**src/rtl/afp_pkg.sv**
```systemverilog
// ----------------------------------------------------------------------------
// afp_pkg
// Shared types and constants of the ASCII I/O frame parser: character codes,
// result kinds, parse phases, register indexes and the result record.
// ----------------------------------------------------------------------------
package afp_pkg;

   // character codes
   localparam logic [7:0] CH_A     = 8'h41;
   localparam logic [7:0] CH_Z     = 8'h5A;
   localparam logic [7:0] CH_0     = 8'h30;
   localparam logic [7:0] CH_9     = 8'h39;
   localparam logic [7:0] CH_SP    = 8'h20;
   localparam logic [7:0] CH_TAB   = 8'h09;
   localparam logic [7:0] CH_CR    = 8'h0D;
   localparam logic [7:0] CH_PLUS  = 8'h2B;
   localparam logic [7:0] CH_MINUS = 8'h2D;

   // result kinds
   localparam logic [2:0] KIND_DIGITAL = 3'd0;
   localparam logic [2:0] KIND_ANALOG  = 3'd1;
   localparam logic [2:0] KIND_HOUR    = 3'd2;
   localparam logic [2:0] KIND_MINUTE  = 3'd3;
   localparam logic [2:0] KIND_SECOND  = 3'd4;
   localparam logic [2:0] KIND_STATUS  = 3'd5;

   // parse phases
   localparam logic [2:0] PH_FIRST  = 3'd0;
   localparam logic [2:0] PH_HEADER = 3'd1;
   localparam logic [2:0] PH_OPEN   = 3'd2;
   localparam logic [2:0] PH_FIELD  = 3'd3;
   localparam logic [2:0] PH_DONE   = 3'd4;

   // number conversion stages
   localparam logic [1:0] AT_SKIP = 2'd0;
   localparam logic [1:0] AT_NUM  = 2'd1;
   localparam logic [1:0] AT_END  = 2'd2;

   // remote header layout: 'A' plus three time pairs
   localparam int REMOTE_HDR_LEN = 7;
   localparam int POS_HOUR       = 2;
   localparam int POS_MINUTE     = 4;
   localparam int POS_SECOND     = 6;

   // register indexes
   localparam logic [2:0] REG_MAIN_DIG   = 3'd0;
   localparam logic [2:0] REG_MAIN_ANA   = 3'd1;
   localparam logic [2:0] REG_MAIN_MIN   = 3'd2;
   localparam logic [2:0] REG_MAIN_MAX   = 3'd3;
   localparam logic [2:0] REG_REMOTE_DIG = 3'd4;
   localparam logic [2:0] REG_REMOTE_ANA = 3'd5;
   localparam logic [2:0] REG_REMOTE_MIN = 3'd6;
   localparam logic [2:0] REG_REMOTE_MAX = 3'd7;

   // register reset values
   localparam logic [6:0]  RST_MAIN_DIG   = 7'd16;
   localparam logic [6:0]  RST_MAIN_ANA   = 7'd8;
   localparam logic [10:0] RST_MAIN_MIN   = 11'd2;
   localparam logic [10:0] RST_MAIN_MAX   = 11'd1024;
   localparam logic [6:0]  RST_REMOTE_DIG = 7'd7;
   localparam logic [6:0]  RST_REMOTE_ANA = 7'd3;
   localparam logic [10:0] RST_REMOTE_MIN = 11'd2;
   localparam logic [10:0] RST_REMOTE_MAX = 11'd1024;

   // result queue
   localparam int QDEPTH = 4;
   localparam int QPTR_W = 2;
   localparam int QCNT_W = 3;

   // stream widths
   localparam int TDATA_W = 40;
   localparam int TUSER_W = 4;

   typedef struct packed {
      logic [6:0]  main_digital_count;
      logic [6:0]  main_analog_count;
      logic [10:0] main_min_length;
      logic [10:0] main_max_length;
      logic [6:0]  remote_digital_count;
      logic [6:0]  remote_analog_count;
      logic [10:0] remote_min_length;
      logic [10:0] remote_max_length;
   } afp_cfg_type;

   typedef struct packed {
      logic [2:0]         kind;
      logic               station;
      logic [5:0]         channel;
      logic signed [31:0] value;
      logic               frame_ok;
      logic               last;
   } afp_rsp_type;

   // up to two results per byte; slot b is used only with slot a
   typedef struct packed {
      logic        valid_a;
      afp_rsp_type rsp_a;
      logic        valid_b;
      afp_rsp_type rsp_b;
   } afp_push_type;

   typedef struct packed {
      logic [2:0] phase;
      logic       remote;
   } afp_core_stat_type;

   function automatic logic [6:0] clamp_count(input logic [6:0] c, input logic [6:0] lim);
      return (c > lim) ? lim : c;
   endfunction

endpackage

```
**src/rtl/afp_core.sv**
```systemverilog
// ----------------------------------------------------------------------------
// afp_core
// Per-byte frame parse: header, digital digits, remote time pairs, analog
// field conversion and the end-of-frame status. One byte per fire.
// ----------------------------------------------------------------------------
module afp_core #(
   parameter int MAX_FRAME_LEN   = 1024,
   parameter int MAX_FIELD_CHARS = 15,
   parameter int MAX_CHANNELS    = 64
) (
   input  logic                       clock,
   input  logic                       reset,
   input  logic                       fire,
   input  logic [7:0]                 byte_in,
   input  logic                       last_in,
   input  afp_pkg::afp_cfg_type       cfg,
   output afp_pkg::afp_push_type      push,
   output afp_pkg::afp_core_stat_type stat
);
   import afp_pkg::*;

   localparam int PW = $clog2(MAX_FRAME_LEN + 1);
   localparam int EW = (PW > 8) ? PW : 8;
   localparam int CW = (PW + 1 > 12) ? PW + 1 : 12;
   localparam logic [PW-1:0] POS_LIMIT   = PW'(MAX_FRAME_LEN);
   localparam logic [3:0]    FIELD_LIMIT = 4'(MAX_FIELD_CHARS);
   localparam logic [6:0]    CHAN_LIMIT  = 7'(MAX_CHANNELS);

   // frame state
   logic          remote_ff, remote_in;
   logic [PW-1:0] pos_ff, pos_in;
   logic [2:0]    phase_ff, phase_in;
   logic [31:0]   acc_ff, acc_in;
   logic          neg_ff, neg_in;
   logic [1:0]    atoi_ff, atoi_in;
   logic [3:0]    fcnt_ff, fcnt_in;
   logic [6:0]    aidx_ff, aidx_in;
   logic          fvalid_ff, fvalid_in;
   logic          term_ff, term_in;
   logic [7:0]    prev_ff, prev_in;

   // working values
   logic          parse_en;
   logic [6:0]    hs, dc, ac;
   logic [EW-1:0] pos_e, hs_e, dig_end;
   logic          is_digit, is_space, is_sign;
   logic [35:0]   mul;
   logic [31:0]   fval;
   logic [CW-1:0] len, lo, hi;
   logic          ok;
   logic          have_data;
   afp_rsp_type   data_rsp, stat_rsp;

   assign is_digit = byte_in inside {[CH_0:CH_9]};
   assign is_space = byte_in inside {CH_SP, [CH_TAB:CH_CR]};
   assign is_sign  = (byte_in == CH_PLUS) || (byte_in == CH_MINUS);

   // acc * 10 + digit, saturated at 2^31
   assign mul  = ({4'b0, acc_ff} << 3) + ({4'b0, acc_ff} << 1) + 36'(byte_in - CH_0);
   assign fval = neg_ff ? (32'd0 - acc_ff) : (acc_ff[31] ? 32'h7FFF_FFFF : acc_ff);

   assign pos_e = EW'(pos_ff);

   // next state and results for one byte
   always_comb begin
      remote_in = remote_ff;
      pos_in    = pos_ff;
      phase_in  = phase_ff;
      acc_in    = acc_ff;
      neg_in    = neg_ff;
      atoi_in   = atoi_ff;
      fcnt_in   = fcnt_ff;
      aidx_in   = aidx_ff;
      fvalid_in = fvalid_ff;
      parse_en  = 1'b1;
      have_data = 1'b0;
      data_rsp  = '0;
      stat_rsp  = '0;
      ok        = 1'b0;
      hs        = '0;
      dc        = '0;
      ac        = '0;
      hs_e      = '0;
      dig_end   = '0;

      if (pos_ff >= POS_LIMIT) begin
         fvalid_in = 1'b0;
      end else begin
         // first byte picks the format
         if (phase_ff == PH_FIRST) begin
            remote_in = (byte_in == CH_A);
            phase_in  = PH_HEADER;
            if (byte_in == CH_A) begin
               parse_en = 1'b0;
            end
         end
         hs = remote_in ? 7'(REMOTE_HDR_LEN) : 7'd0;
         dc = clamp_count(remote_in ? cfg.remote_digital_count : cfg.main_digital_count,
                          CHAN_LIMIT);
         ac = clamp_count(remote_in ? cfg.remote_analog_count : cfg.main_analog_count,
                          CHAN_LIMIT);
         hs_e    = EW'(hs);
         dig_end = EW'(hs) + EW'(dc);

         // header: time pairs and digital digits
         if (parse_en && phase_in == PH_HEADER) begin
            if (pos_e < hs_e) begin
               data_rsp.value = {16'b0, prev_ff, byte_in};
               if (pos_e == EW'(POS_HOUR)) begin
                  have_data     = 1'b1;
                  data_rsp.kind = KIND_HOUR;
               end else if (pos_e == EW'(POS_MINUTE)) begin
                  have_data     = 1'b1;
                  data_rsp.kind = KIND_MINUTE;
               end else if (pos_e == EW'(POS_SECOND)) begin
                  have_data     = 1'b1;
                  data_rsp.kind = KIND_SECOND;
               end
            end else if (pos_e < dig_end) begin
               if (is_digit) begin
                  have_data        = 1'b1;
                  data_rsp.kind    = KIND_DIGITAL;
                  data_rsp.channel = 6'(pos_e - hs_e);
                  data_rsp.value   = 32'(byte_in - CH_0);
               end else begin
                  fvalid_in = 1'b0;
               end
            end else begin
               phase_in = PH_OPEN;
            end
         end

         // analog part
         if (parse_en && phase_in == PH_OPEN) begin
            if (byte_in == CH_A) begin
               acc_in   = '0;
               neg_in   = 1'b0;
               atoi_in  = AT_SKIP;
               fcnt_in  = '0;
               phase_in = PH_FIELD;
            end else begin
               if (byte_in != CH_Z) begin
                  fvalid_in = 1'b0;
               end
               phase_in = PH_DONE;
            end
         end else if (parse_en && phase_in == PH_FIELD) begin
            if (byte_in == CH_A || byte_in == CH_Z) begin
               if (aidx_ff < ac) begin
                  have_data        = 1'b1;
                  data_rsp.kind    = KIND_ANALOG;
                  data_rsp.channel = 6'(aidx_ff);
                  data_rsp.value   = fval;
                  aidx_in          = aidx_ff + 7'd1;
                  if (byte_in == CH_Z) begin
                     phase_in = PH_DONE;
                  end else begin
                     acc_in  = '0;
                     neg_in  = 1'b0;
                     atoi_in = AT_SKIP;
                     fcnt_in = '0;
                  end
               end else begin
                  phase_in = PH_DONE;
               end
            end else if (fcnt_ff < FIELD_LIMIT) begin
               // atoi on one character
               fcnt_in = fcnt_ff + 4'd1;
               if (atoi_ff == AT_SKIP && is_space) begin
                  atoi_in = AT_SKIP;
               end else if (atoi_ff == AT_SKIP && is_sign) begin
                  neg_in  = (byte_in == CH_MINUS);
                  atoi_in = AT_NUM;
               end else if (atoi_ff != AT_END && is_digit) begin
                  acc_in  = (mul > 36'h8000_0000) ? 32'h8000_0000 : mul[31:0];
                  atoi_in = AT_NUM;
               end else begin
                  atoi_in = AT_END;
               end
            end
         end
         pos_in = pos_ff + PW'(1);
      end

      data_rsp.station = remote_in;
      term_in = (byte_in == CH_Z);
      prev_in = byte_in;

      // end of frame: status and clear
      len = CW'(pos_ff) + CW'(1);
      lo  = CW'(remote_in ? cfg.remote_min_length : cfg.main_min_length);
      hi  = CW'(remote_in ? cfg.remote_max_length : cfg.main_max_length);
      if (last_in) begin
         ok = fvalid_in && (phase_in == PH_DONE) && (len >= lo) && (len <= hi) &&
              (len <= CW'(MAX_FRAME_LEN));
         if (remote_in) begin
            ok = ok && (len >= CW'(2)) && term_ff;
         end else begin
            ok = ok && (byte_in == CH_Z);
         end
         stat_rsp.kind     = KIND_STATUS;
         stat_rsp.station  = remote_in;
         stat_rsp.frame_ok = ok;
         stat_rsp.last     = 1'b1;
         remote_in = 1'b0;
         pos_in    = '0;
         phase_in  = PH_FIRST;
         acc_in    = '0;
         neg_in    = 1'b0;
         atoi_in   = AT_SKIP;
         fcnt_in   = '0;
         aidx_in   = '0;
         fvalid_in = 1'b1;
         term_in   = 1'b0;
         prev_in   = '0;
      end
   end

   // compact results: status fills slot a when there is no data result
   always_comb begin
      push = '0;
      if (have_data) begin
         push.valid_a = fire;
         push.rsp_a   = data_rsp;
         push.valid_b = fire && last_in;
         push.rsp_b   = stat_rsp;
      end else begin
         push.valid_a = fire && last_in;
         push.rsp_a   = stat_rsp;
      end
   end

   assign stat.phase  = phase_ff;
   assign stat.remote = remote_ff;

   // state registers
   always_ff @(posedge clock) begin
      if (reset) begin
         remote_ff <= 1'b0;
         pos_ff    <= '0;
         phase_ff  <= PH_FIRST;
         acc_ff    <= '0;
         neg_ff    <= 1'b0;
         atoi_ff   <= AT_SKIP;
         fcnt_ff   <= '0;
         aidx_ff   <= '0;
         fvalid_ff <= 1'b1;
         term_ff   <= 1'b0;
         prev_ff   <= '0;
      end else if (fire) begin
         remote_ff <= remote_in;
         pos_ff    <= pos_in;
         phase_ff  <= phase_in;
         acc_ff    <= acc_in;
         neg_ff    <= neg_in;
         atoi_ff   <= atoi_in;
         fcnt_ff   <= fcnt_in;
         aidx_ff   <= aidx_in;
         fvalid_ff <= fvalid_in;
         term_ff   <= term_in;
         prev_ff   <= prev_in;
      end
   end

endmodule

```
**src/rtl/afp_out_q.sv**
```systemverilog
// ----------------------------------------------------------------------------
// afp_out_q
// Small result queue: takes up to two results per cycle, hands out one per
// beat. Lets the parser run on while the receiver stalls, as far as its room allows.
// ----------------------------------------------------------------------------
module afp_out_q (
   input  logic                      clock,
   input  logic                      reset,
   input  afp_pkg::afp_push_type     push,
   input  logic                      pop_ready,
   output logic                      out_valid,
   output afp_pkg::afp_rsp_type      out_rsp,
   output logic [afp_pkg::QCNT_W-1:0] count
);
   import afp_pkg::*;

   afp_rsp_type        mem_ff [QDEPTH];
   logic [QPTR_W-1:0]  wr_ff, wr_in;
   logic [QPTR_W-1:0]  rd_ff, rd_in;
   logic [QCNT_W-1:0]  cnt_ff, cnt_in;
   logic [QCNT_W-1:0]  n_push;
   logic               pop;

   assign out_valid = (cnt_ff != '0);
   assign out_rsp   = mem_ff[rd_ff];
   assign count     = cnt_ff;
   assign pop       = out_valid && pop_ready;
   assign n_push    = QCNT_W'(push.valid_a) + QCNT_W'(push.valid_b);

   // pointer and fill count
   always_comb begin
      wr_in  = wr_ff + QPTR_W'(n_push);
      rd_in  = rd_ff + QPTR_W'(pop);
      cnt_in = cnt_ff + n_push - QCNT_W'(pop);
   end

   always_ff @(posedge clock) begin
      if (reset) begin
         wr_ff  <= '0;
         rd_ff  <= '0;
         cnt_ff <= '0;
      end else begin
         wr_ff  <= wr_in;
         rd_ff  <= rd_in;
         cnt_ff <= cnt_in;
      end
   end

   // entry storage
   always_ff @(posedge clock) begin
      if (push.valid_a) begin
         mem_ff[wr_ff] <= push.rsp_a;
      end
      if (push.valid_b) begin
         mem_ff[wr_ff + QPTR_W'(1)] <= push.rsp_b;
      end
   end

endmodule

```
**src/rtl/ascii_io_frame_parser_unit.sv**
```systemverilog
// ----------------------------------------------------------------------------
// ascii_io_frame_parser_unit
// ASCII I/O frame parser, one received byte per beat.
// ----------------------------------------------------------------------------
// Usage:
//  req_*  : one frame byte per beat in req_tdata, req_tlast on the final byte.
//  rsp_*  : digital, time and analog results, then one status result with
//           rsp_tlast high that closes the frame; commit only if frame_ok.
//  csr_*  : register writes, index 0..7, taken at once (csr_ready is high).
//           Write only while no frame results are pending.
// Timing: a byte lands in the input register on acceptance and is parsed in
//  the next cycle if the queue has room for two results; its results are
//  registered into a four-entry result queue and shown on rsp_* from there.
//  One byte per cycle is sustained while rsp_tready is high and each byte
//  gives at most one result; a frame's final byte can give two (data plus
//  status), and the queue's free room (two entries needed) gates parsing.
// Reset: registers return to their reset values, parse state to the start
//  of a frame, queue empties.
// Stall: when rsp_tready is low the queue fills and then req_tready drops;
//  nothing is lost or repeated.
// ----------------------------------------------------------------------------
module ascii_io_frame_parser_unit #(
   parameter int MAX_FRAME_LEN   = 1024,
   parameter int MAX_FIELD_CHARS = 15,
   parameter int MAX_CHANNELS    = 64
) (
   input  logic                          clock,
   input  logic                          reset,
   // byte_req[7:0]
   input  logic [7:0]                    req_tdata,
   input  logic                          req_tlast,
   input  logic                          req_tvalid,
   output logic                          req_tready,
   // channel[5:0], value[37:6], frame_ok[38], zero[39]
   output logic [afp_pkg::TDATA_W-1:0]   rsp_tdata,
   // kind[2:0], station[3]
   output logic [afp_pkg::TUSER_W-1:0]   rsp_tuser,
   output logic                          rsp_tlast,
   output logic                          rsp_tvalid,
   input  logic                          rsp_tready,
   input  logic                          csr_valid,
   output logic                          csr_ready,
   input  logic [2:0]                    csr_index,
   input  logic [10:0]                   csr_data
);
   import afp_pkg::*;

   afp_cfg_type        cfg_ff;
   logic               s1_valid_ff;
   logic [7:0]         s1_byte_ff;
   logic               s1_last_ff;
   logic               proc;
   afp_push_type       push;
   afp_core_stat_type  core_stat;
   afp_rsp_type        out_rsp;
   logic [QCNT_W-1:0]  q_cnt;

   // parse the held byte when the queue has room for two results
   assign proc       = s1_valid_ff && (q_cnt <= QCNT_W'(QDEPTH - 2));
   assign req_tready = !s1_valid_ff || proc;
   assign csr_ready  = 1'b1;

   // configuration registers
   always_ff @(posedge clock) begin
      if (reset) begin
         cfg_ff.main_digital_count   <= RST_MAIN_DIG;
         cfg_ff.main_analog_count    <= RST_MAIN_ANA;
         cfg_ff.main_min_length      <= RST_MAIN_MIN;
         cfg_ff.main_max_length      <= RST_MAIN_MAX;
         cfg_ff.remote_digital_count <= RST_REMOTE_DIG;
         cfg_ff.remote_analog_count  <= RST_REMOTE_ANA;
         cfg_ff.remote_min_length    <= RST_REMOTE_MIN;
         cfg_ff.remote_max_length    <= RST_REMOTE_MAX;
      end else if (csr_valid) begin
         case (csr_index)
            REG_MAIN_DIG:   cfg_ff.main_digital_count   <= csr_data[6:0];
            REG_MAIN_ANA:   cfg_ff.main_analog_count    <= csr_data[6:0];
            REG_MAIN_MIN:   cfg_ff.main_min_length      <= csr_data;
            REG_MAIN_MAX:   cfg_ff.main_max_length      <= csr_data;
            REG_REMOTE_DIG: cfg_ff.remote_digital_count <= csr_data[6:0];
            REG_REMOTE_ANA: cfg_ff.remote_analog_count  <= csr_data[6:0];
            REG_REMOTE_MIN: cfg_ff.remote_min_length    <= csr_data;
            REG_REMOTE_MAX: cfg_ff.remote_max_length    <= csr_data;
            default: ;
         endcase
      end
   end

   // input register
   always_ff @(posedge clock) begin
      if (reset) begin
         s1_valid_ff <= 1'b0;
      end else if (req_tvalid && req_tready) begin
         s1_valid_ff <= 1'b1;
      end else if (proc) begin
         s1_valid_ff <= 1'b0;
      end
   end

   always_ff @(posedge clock) begin
      if (req_tvalid && req_tready) begin
         s1_byte_ff <= req_tdata;
         s1_last_ff <= req_tlast;
      end
   end

   afp_core #(
      .MAX_FRAME_LEN   (MAX_FRAME_LEN),
      .MAX_FIELD_CHARS (MAX_FIELD_CHARS),
      .MAX_CHANNELS    (MAX_CHANNELS)
   ) u_core (
      .clock   (clock),
      .reset   (reset),
      .fire    (proc),
      .byte_in (s1_byte_ff),
      .last_in (s1_last_ff),
      .cfg     (cfg_ff),
      .push    (push),
      .stat    (core_stat)
   );

   afp_out_q u_out_q (
      .clock     (clock),
      .reset     (reset),
      .push      (push),
      .pop_ready (rsp_tready),
      .out_valid (rsp_tvalid),
      .out_rsp   (out_rsp),
      .count     (q_cnt)
   );

   assign rsp_tdata = {1'b0, out_rsp.frame_ok, out_rsp.value, out_rsp.channel};
   assign rsp_tuser = {out_rsp.station, out_rsp.kind};
   assign rsp_tlast = out_rsp.last;

   // checks
   a_last_is_status: assert property (@(posedge clock) disable iff (reset)
      rsp_tvalid && rsp_tlast |-> rsp_tuser[2:0] == KIND_STATUS)
      else $error("frame close beat without status kind");

   a_queue_bound: assert property (@(posedge clock) disable iff (reset)
      q_cnt <= QCNT_W'(QDEPTH))
      else $error("result queue overflow");

   a_frame_restart: assert property (@(posedge clock) disable iff (reset)
      proc && s1_last_ff |=> core_stat.phase == PH_FIRST)
      else $error("parser not back at frame start after final byte");

   a_idle_main: assert property (@(posedge clock) disable iff (reset)
      core_stat.phase == PH_FIRST |-> !core_stat.remote)
      else $error("remote mode set before first byte");

endmodule
```
**config.mk**
```make
export PLATFORM = sky130hd
export DESIGN_NAME = ascii_io_frame_parser_unit
export DESIGN_NICKNAME = d
export VERILOG_FILES = /design/src/rtl/afp_pkg.sv /design/src/rtl/afp_core.sv /design/src/rtl/afp_out_q.sv /design/src/rtl/ascii_io_frame_parser_unit.sv
export SDC_FILE = /design/constraint.sdc
export NUM_CORES = 1
export LEC_CHECK = 0
export ABC_AREA = 1
export BUFFER_PORTS_ARGS = -buffer_cell sky130_fd_sc_hd__buf_4
export CORE_MARGIN = 2
export CORE_UTILIZATION = 25
export CTS_BUF_LIST = sky130_fd_sc_hd__clkbuf_8 sky130_fd_sc_hd__clkbuf_16
export CTS_CLUSTER_DIAMETER = 200
export DETAILED_ROUTE_END_ITERATION = 10
export GPL_TIMING_DRIVEN = 0
export PLACE_DENSITY_LB_ADDON = 0.05
export RECOVER_POWER = 100
export SYNTH_ARGS = -nofsm -noshare
export SYNTH_HDL_FRONTEND = slang
export SYNTH_SLANG_ARGS = --single-unit
```
**constraint.sdc**
```tcl
create_clock -name clock -period 5.8 [get_ports clock]
set_input_delay 0.87 -clock clock [delete_from_list [all_inputs] [get_ports clock]]
set_output_delay 0.87 -clock clock [all_outputs]
set_load 0.02 [all_outputs]
```
# == Word-level counts from Yosys, hierarchy flattened ==
# Memory sizes are Yosys's and may differ from the RTL's. A register that Yosys moved wholly into a read port is not among the register bits.
# Cells that the tools add are included.
# word_totals
reg_bits,160
latch_bits,0
ram_bits,176
romBits,0
in_bits,28
out_inout_bits,48
word_cells,275
mem_count,1
# classes
n_addsub,17
multipliers,0
div,0
n_lt_le_gt_ge,17
eq_ne,28
shift,0
n_mux,138
n_bitwise,0
reduce_logical,49
# memory_table
memory,words,word_bits,read_ports,rd_clocked_by_memory_dff,write_ports,line,rtl
u_out_q.mem_ff,4,44,1,1,2,afp_out_q.sv:17,afp_rsp_type mem_ff [QDEPTH];
# ops
operator,n
two-way mux 32 bit,15
two-way mux 38 bit,8
two-way mux 45 bit,2
two-way mux 3 bit,25
two-way mux 7 bit,10
two-way mux 1 bit,47
two-way mux 11 bit,4
two-way mux 4 bit,10
adder 35 x 33 -> 36 bit,1
adder 36 bit,1
"greater-than comparator 36 x 32 -> 1 bit, second input constant",1
"subtractor 1 x 32 -> 32 bit, first input constant",1
two-way mux 31 bit,1
two-way mux 2 bit,14
"== test 8 x 6 -> 1 bit, second input constant",3
"== test 11 x 3 -> 1 bit, second input constant",2
logical AND 1 bit,19
AND reduction 2 bit,9
"subtractor 8 x 6 -> 9 bit, second input constant",2
"== test 8 x 7 -> 1 bit, second input constant",2
"== test 3 bit, second input constant",5
"greater-than comparator 7 bit, second input constant",2
"adder 11 x 1 -> 12 bit, second input constant",1
"== test 3 x 2 -> 1 bit, second input constant",4
45 further kinds,60

# == Depth between registers and ports, before layout ==
# Gate-level depths: netlist (run 1).
# depth
depth_word,31
mapped_depth,45
depth_no_buf,44

# == Hierarchy ==
# From an unflattened synthesis (run 1), not the netlist that was laid out.
# unflattened
hier_cells,3140
area_unflattened_um2,22922.0
# by_module_without_submodules
module,n_inst,cells_per_inst,area_per_inst_um2,seq_area_each_um2
afp_core,1,1789,10975.5,1421.4
afp_out_q,1,917,8774.7,5425.2
ascii_io_frame_parser_unit,1,434,3171.8,1731.7

# == Worst setup path after synthesis (run 1) ==
# OpenSTA, ideal clock, no wires.
# synth_timing
path_kind,register -> register
startpoint,reg s1_byte_ff[4]
endpoint,reg u_out_q.cnt_ff[2] (netlist: u_out_q.count[2])
setup_ns,0.128
t_arrival_ns,5.606
required_ns,5.672
slack_ns,0.066
stages_incl_launch_ff,41
path_buffers,1
period_less_slack_ns,5.734
cell_sequence,edfxtp_1 > inv_1 > ha_1 > inv_1 > nor2_2 > nand3_4 > nand2_2 > clkbuf_1 > mux2i_1 > inv_1 > nor2_1 > ha_1 > inv_1 > fa_1 > nor2_1 > nor2_1 > nor2_1 > xor2_1 > [... 5 more ...] > nand2_1 > nand3_1 > nor2_1 > nor2_1 > nor2_1 > nand2_1 > nand2_2 > nand2_4 > nand2_4 > nand2_4 > inv_1 > ha_1 > inv_1 > ha_1 > fa_1 > xor2_1 > inv_1 > nor2_1
# synth_via
elab_chain_cells,21
elab_cells_between_ends,45
classes_between,add/sub (4); order compare (7); eq/ne (4); mux (25); reduce/logical (5)
# synth_lines
element,line,rtl
"start, declared",ascii_io_frame_parser_unit.sv:50,logic [7:0] s1_byte_ff;
"start signal, assigned",ascii_io_frame_parser_unit.sv:102,s1_byte_ff <= req_tdata;
== test 8 x 7 -> 1 bit,"afp_core.sv:91, afp_core.sv:93, afp_core.sv:148",
two-way mux 1 bit,afp_core.sv:90,if (phase_ff == PH_FIRST) begin
two-way mux 1 bit,afp_core.sv:86,if (pos_ff >= POS_LIMIT) begin
two-way mux 7 bit,afp_core.sv:98,"dc = clamp_count(remote_in ? cfg.remote_digital_count : cfg.main_digital_count,"
greater-than comparator 7 bit,afp_pkg.sv:108,return (c > lim) ? lim : c;
two-way mux 7 bit,afp_pkg.sv:108,
adder 7 x 7 -> 8 bit,afp_core.sv:103,dig_end = EW'(hs) + EW'(dc);
less-than comparator 11 x 8 -> 1 bit,afp_core.sv:119,end else if (pos_e < dig_end) begin
[... 5 more ...],-,
logical AND 1 bit,afp_core.sv:147,end else if (parse_en && phase_in == PH_FIELD) begin
two-way mux 1 bit,afp_core.sv:147,
two-way mux 1 bit *,afp_core.sv:134,if (parse_en && phase_in == PH_OPEN) begin
two-way mux 1 bit *,afp_core.sv:86,
two-way mux 45 bit,afp_core.sv:222,if (have_data) begin
adder 1 x 1 -> 2 bit *,afp_out_q.sv:28,assign n_push = QCNT_W'(push.valid_a) + QCNT_W'(push.valid_b);
adder 3 bit *,afp_out_q.sv:34,cnt_in = cnt_ff + n_push - QCNT_W'(pop);
subtractor 3 x 1 -> 3 bit *,afp_out_q.sv:34,
"end signal, assigned",afp_out_q.sv:45,cnt_ff <= cnt_in;
"end, declared",afp_out_q.sv:20,"logic [QCNT_W-1:0] cnt_ff, cnt_in;"
# Mark *: on every way between the ends. The rest lies on a longest branch, timed or not. The select of a mux whose other input is x is not followed.
# A chain may end at the register's enable or synchronous reset.

# == Worst setup path after layout (run 1) ==
# layout_timing
startpoint,reg s1_byte_ff[1]
endpoint,reg u_out_q.cnt_ff[2] (netlist: u_out_q.count[2])
# Same word-level chain as after synthesis.

==> impl_metrics.py, run 1 <==
metrics = {
    "pwr": {
        "swShare": 0.340,
        "fin_total_pwr_mw": 7.00,
        "p_leak_nw": 11.9,
        "power.internal_mw": 4.62,
        "p_per_area_nw_per_um2": 277,
        "power_frac_comb": 0.258,
        "p_switching_mw": 2.38,
        "clockPowerShare": 0.392,
        "seq_power_share": 0.350,
        "vdd_drop_max_mv": 0.177,
    },
    "logic_synthesis": {
        "synth_area_um2": 21500,
        "synth_common_cells": "943 x nand2_1, 481 x nor2_1, 310 x inv_1, 307 x dfxtp_1, 278 x nand3_1",
        "synthTopCellsByArea": "dfxtp_1 29%, nand2_1 16%, nor2_1 8.4%",
        "netlist_instances": 3302,
        "synth-edff-count": 29,
        "syn_area_per_cell_um2": 6.51,
        "netlist.area_leader.share": 0.286,
        "synth_ff_type": "dfxtp_1",
        "async_flop_share": 0,
        "ys_seq_area_frac": 0.326,
        "synth_most_common_cell": "nand2_1",
        "yosysUniqueCellTypes": 50,
        "yosys.area.top_type": "dfxtp_1",
        "yosys_warnings": 0,
        "ys_ff_latch": 336,
    },
    "final_layout": {
        "syn_to_final_growth_pct": 17.5,
        "final_cells": 4613,
        "drive_gt1_frac": 0.0859,
        "nets": 3602,
        "antenna_cells": 0,
    },
    "placement": {
        "dp_hpwl_um": 66700,
        "routabilityCongestion": 0.862,
        "place_inst": 4513,
        "io_buffers": 65,
        "dp_slack_ns": -1.48,
    },
    "detailed_routing": {
        "dr.max_layer_used": "met5",
        "drt-wirelength-per-cell_um": 18.5,
        "wl_met1_um": 42100,
        "drc_errors": 0,
        "vias": 21600,
        "firstDrtPassIters": 5,
        "drtIter0Drc": 1335,
        "wl_met2_um": 38500,
        "routed_wl_um": 85200,
        "via_per_inst": 4.68,
        "wl_met3_um": 2720,
        "drtAntennaViolNets": 0,
    },
    "sta": {
        "holdWs_ns": 0.458,
        "slew_violations": 0,
        "rsz0062_at_grt": "true",
        "fin_setup_tns_ns": 0,
        "clock_skew_ns": 0.0234,
        "finalHoldViolCount": 0,
        "max_slew_margin": 0.132,
        "setup_viol": 0,
        "fin_ws_ns": 0.340,
        "finalCriticalPeriod_ns": 5.46,
        "max_freq_mhz": 183,
        "worstMarginPinSlew_ns": 1.30,
        "post-route-period-util": 0.941,
    },
    "setup_path": {
        "crit_type": "flop to flop",
        "crit_arrival_ns": 5.88,
        "critical_path_peak_fanout": 6,
        "crit_required_ns": 6.22,
        "worst_setup_path_start_kind": "flop",
        "max_stage_delay_ns": 0.52,
        "cp_slowest_cell": "edfxtp_1",
        "crit_path_end_kind": "flop",
    },
    "floorplan": {
        "dieHeight_um": 297,
        "initial_utilization": 0.252,
        "io_pins": 76,
        "dieArea_um2": 88400,
        "fp.coreArea_um2": 85100,
        "die_w_um": 297,
        "rows": 107,
    },
    "global_route": {
        "grt_first_pass_wirelength_um": 130000,
        "overflow": 0,
        "antenna_found_initial": 2,
        "grt_max_degree": 28,
        "grt_pass1_vias": 21200,
        "track_usage": 0.188,
    },
    "clocking": {
        "cts_made_buffers": 45,
        "postCtsHoldBufs": 0,
        "clk_latency_ns": 0.58,
        "cts_tree": "yes",
        "clkSlewWorstSetupHoldPaths_ns": 0.05,
        "numClockSinks": 336,
        "cts_max_path_buffers": 3,
        "cts-root-buf": "clkbuf_16",
        "htreeDepth": 2,
    },
    "job": {
        "maxCapViolations": 0,
    },
    "outcome": {
        "run_status": "completed",
    },
    "min_path": {
        "hold_class": "flop to flop",
    },
}
-- final cells by class --
class                      count  area, µm²
timing repair buffer          94        699
clock buffer                  55       1300
buffer                       151        757
tap                         1144       1430
sequential                   336       7020
multi-input combinational   2494      12700
clock inverter                17        136
inverter                     322       1210
fill                        9525      59900
-- repair_timing --
item                                    4_1_cts  5_1_grt
buffers inserted                             13       15
resized for setup                            29       25
pin swaps                                     7       16
gates cloned                                  0        0
endpoints found under the setup margin      241      119
-- metal layers --
metal  vias up  global-route usage
met5         -                   0
met4         2              0.0434
met3       104              0.0190
met2       391               0.307
met1     10100               0.266
li1      10900                   -
-- cell families after synthesis --
kind of cell,after synthesis,share of synthesized area
other,2,0.000349
flip-flops,336,0.326
multiplexers,22,0.0102
buffers and inverters,473,0.0899
AND/OR/NAND/NOR,1837,0.356
XOR/XNOR,36,0.0147
adder cells (fa/ha/maj),130,0.0875
AO/OA/AOI/OAI,466,0.115
-- registers in the layout (all words and copies together), names as in the netlist --
name / cells
s1_valid_ff: 1
u_out_q.wr_ff: 2
u_core.atoi_ff: 2
s1_byte_ff: 8
u_out_q.count: 3
u_core.aidx_ff: 7
u_core.pos_e: 11
u_core.fvalid_ff: 1
u_out_q.rd_ff: 2
u_core.neg_ff: 1
s1_last_ff: 1
u_core.remote_ff: 1
u_core.acc_ff: 32
u_core.fcnt_ff: 4
u_core.prev_ff: 8
u_core.term_ff: 1
u_out_q.mem_ff: 176
u_core.phase_ff: 3
cfg_ff: 72
-- critical path, delay by kind of cell (launching register included) --
kind,cells,cell delay [ns]
xor+xnor,1,0.16
buf+inv,8,0.66
simple gates,22,2.02
compound gates,1,0.11
fa+ha+maj,6,1.59
mux,1,0.23
flops,1,0.52
-- placed cells by master (no fill, tap or decap), types with 21 or more instances in the layout --
cell type and instances:
ha_1 94, o22ai_1 45, clkbuf_16 49, nand4_1 40
clkbuf_1 83, xor2_1 26, nor2_1 474, edfxtp_1 29
o21ai_0 242, nand2_1 938, fa_1 32, mux2i_1 21
buf_4 84, nor3_1 28, inv_1 315, dfxtp_1 307
buf_2 46, nand3_1 275, a21oi_1 135
-- metrics by stage --
stage | utilization | cell area [µm²]
after CTS | 0.295 | 25100
after detailed placement | 0.275 | 23400
after floorplan | - | 21500
after global routing | 0.297 | 25300
final | 0.297 | 25300
after global placement | 0.275 | 23400
-- worst paths after layout --
check                                             start                          end  slack [ns]  cells past startpoint
worst max register to register  s1_byte_ff[1]$_DFFE_PP_  u_out_q.count[2]$_SDFF_PP0_        0.34                     39
worst min-delay path            cfg_ff[46]$_SDFFE_PP1P_      cfg_ff[46]$_SDFFE_PP1P_        0.46                      2
worst max-delay path            s1_byte_ff[1]$_DFFE_PP_  u_out_q.count[2]$_SDFF_PP0_        0.34                     39
worst min register to register  cfg_ff[46]$_SDFFE_PP1P_      cfg_ff[46]$_SDFFE_PP1P_        0.46                      2
-- power by group through the flow --
stage	Combinational, mW	Clock [mW]	Sequential, mW
finish	1.81	2.75	2.45
global route	1.99	2.90	2.45
CTS	1.84	2.83	2.45
detailed placement	1.81	0	2.50
global placement	1.81	0	2.50
floorplan	1.07	0	2.48
(Power assumes the default switching activity.)
==> inputs of run 2 (changes only) <==
- CORE_UTILIZATION: 25 -> 57
==> run 2 against run 1 <==
  * Final cell count is 14% lower
  * Power is 5.6% lower
  * Via count is 3.1% higher
  * Register-to-register slack worse by 0.18 ns
  * Setup slack worse by 0.18 ns
  * Largest power group is now sequential cells
  * First-iteration DRC count is 47% higher
==> impl_metrics.py, run 2 (same netlist as run 1, synthesis figures left out) <==
metrics = {
    "outcome": {
        "run_status": "completed",
    },
    "pwr": {
        "p_leak_nw": 11.8,
        "vdd_drop_max_mv": 0.245,
        "p_per_area_nw_per_um2": 272,
        "fin_total_pwr_mw": 6.61,
    },
    "setup_path": {
        "critical_path_peak_fanout": 10,
        "cp_top_family": "simple AND/OR/NAND/NOR gates",
        "crit_path_end_kind": "flop",
        "worst_setup_path_start_kind": "flop",
        "rr_endpoint": "u_out_q.mem_ff[2][1]$_DFFE_PP_",
        "reg2regPathDepth": 33,
        "crit_arrival_ns": 5.88,
        "cp_slowest_cell": "edfxtp_1",
        "crit_path_frequent_cell": "nand2_1",
        "max_stage_delay_ns": 0.54,
        "crit_buf_inv": 6,
        "r2r_slack_ns": 0.16,
        "timing.rr.start": "s1_byte_ff[3]$_DFFE_PP_",
        "crit_type": "flop to flop",
        "crit_required_ns": 6.04,
    },
    "final_layout": {
        "nets": 3603,
        "drive_gt1_frac": 0.0858,
        "top_regs": "u_out_q.mem_ff (176), cfg_ff (72), u_core.acc_ff (32)",
        "mostFrequentLayoutCells": "940 x nand2_1, 475 x nor2_1, 316 x inv_1, 307 x dfxtp_1, 277 x nand3_1",
        "mostFrequentLayoutCell": "nand2_1",
        "largest_reg_flops": 176,
        "syn_to_final_growth_pct": 13.1,
        "fin_util": 0.650,
        "top_register": "u_out_q.mem_ff",
        "antenna_cells": 0,
    },
    "clocking": {
        "numClockSinks": 336,
        "cts_max_path_buffers": 3,
        "clk_latency_ns": 0.57,
        "cts_tree": "yes",
        "clkSlewWorstSetupHoldPaths_ns": 0.06,
        "cts-root-buf": "clkbuf_16",
        "cts_made_buffers": 39,
        "htreeDepth": 2,
    },
    "detailed_routing": {
        "vias": 22300,
        "wl_met2_um": 31800,
        "routed_wl_um": 69200,
        "wl_met3_um": 5530,
        "wl_met1_um": 29600,
        "firstDrtPassIters": 6,
        "via_per_inst": 5.58,
        "drc_errors": 0,
        "drtAntennaViolNets": 0,
        "drt-wirelength-per-cell_um": 17.4,
        "dr.max_layer_used": "met4",
        "drtIter0Drc": 1963,
    },
    "sta": {
        "finalCriticalPeriod_ns": 5.64,
        "post-route-period-util": 0.973,
        "max_slew_margin": 0.116,
        "setup_viol": 0,
        "finalHoldViolCount": 0,
        "fin_ws_ns": 0.158,
        "worstMarginPinSlew_ns": 1.33,
        "slew_violations": 0,
        "clock_skew_ns": 0.0265,
        "max_freq_mhz": 177,
        "fin_setup_tns_ns": 0,
    },
    "min_path": {
        "hold_end": "u_out_q.mem_ff[1][36]$_SDFFE_PP0P_",
        "hold_path_startpoint": "u_out_q.mem_ff[1][36]$_SDFFE_PP0P_",
        "hold_class": "flop to flop",
        "worstHoldPathCells": 2,
    },
    "floorplan": {
        "fp.coreArea_um2": 37400,
        "dieArea_um2": 39300,
        "initial_utilization": 0.575,
        "io_pins": 76,
        "rows": 71,
        "die_w_um": 198,
        "dieHeight_um": 198,
    },
    "global_route": {
        "antenna_found_initial": 0,
        "grt_first_pass_wirelength_um": 108000,
        "overflow": 0,
        "grt_pass1_vias": 20500,
        "grt_max_degree": 28,
        "track_usage": 0.350,
    },
    "placement": {
        "dp_hpwl_um": 52700,
        "io_buffers": 65,
        "dp_slack_ns": -1.19,
        "routabilityCongestion": 0.969,
    },
    "job": {
        "maxCapViolations": 0,
    },
}
[run 2: cell types whose count changed in the layout (fill, tap and decap cells not counted), sizes merged]
cell | previous run | this run
buf | 151 | 158
bufinv | 2 | 1
clkbuf | 149 | 143
clkinv | 5 | 7
clkinvlp | 0 | 1
inv | 332 | 335
[run 2: worst reg2reg max path: cells and delay by family (launching register included)]
kind,cells,cell delay [ns]
flip-flops,1,0.54
multiplexers,1,0.22
adder cells (fa/ha/maj),3,0.90
buffers and inverters,6,1.02
AO/OA/AOI/OAI,1,0.12
AND/OR/NAND/NOR,22,2.55
[run 2: metrics by stage]
step,instances,cell area [µm²],hold WS (ns)
after global routing,3986,24300,0.478
after detailed placement,3880,22700,0.453
after floorplan,3303,21500,0.421
after CTS,3959,24100,0.461
after global placement,3879,22600,0.439
final,3986,24300,0.459
[run 2: worst max path at each step]
stage / startpoint / to / slack (ns) / cells after the start
finish: s1_byte_ff[3]$_DFFE_PP_ / u_out_q.mem_ff[2][1]$_DFFE_PP_ / 0.16 / 33
global route: s1_byte_ff[2]$_DFFE_PP_ / u_out_q.mem_ff[2][0]$_DFFE_PP_ / -0.08 / 35
CTS: s1_byte_ff[4]$_DFFE_PP_ / u_out_q.count[2]$_SDFF_PP0_ / 0.008 / 41
detailed placement: s1_byte_ff[4]$_DFFE_PP_ / u_out_q.count[2]$_SDFF_PP0_ / -1.19 / 40
global placement: s1_byte_ff[4]$_DFFE_PP_ / u_out_q.count[2]$_SDFF_PP0_ / -1.08 / 40
floorplan: s1_byte_ff[4]$_DFFE_PP_ / u_out_q.count[2]$_SDFF_PP0_ / 0.07 / 40
[run 2: repair_timing]
item                                    in CTS  in global routing
gates resized for setup                     23                 23
pin swaps                                    6                 16
hold buffers                                 0                  0
setup buffers                                8                 27
endpoints found under the setup margin     240                 81
[run 2: area by class of cell]
type | count | area, µm²
Tap cell | 511 | 639
Clock inverter | 22 | 136
Inverter | 322 | 1210
Fill cell | 3558 | 13100
Sequential cell | 336 | 7020
Timing Repair Buffer | 101 | 759
Clock buffer | 49 | 1120
Buffer | 151 | 757
Multi-Input combinational cell | 2494 | 12700
[run 2: per-layer routing]
metal,up-vias,GRT usage
li1,11000,-
met1,10300,0.461
met2,898,0.573
met3,147,0.0586
met4,0,0.133
met5,-,0
[run 2: power breakdown]
part	switching, mW	total [mW]	internal (mW)	leakage [nW]
Clock	1.01	2.42	1.41	0.680
Sequential	0.0479	2.45	2.40	2.76
Combinational	1.16	1.74	0.574	8.40
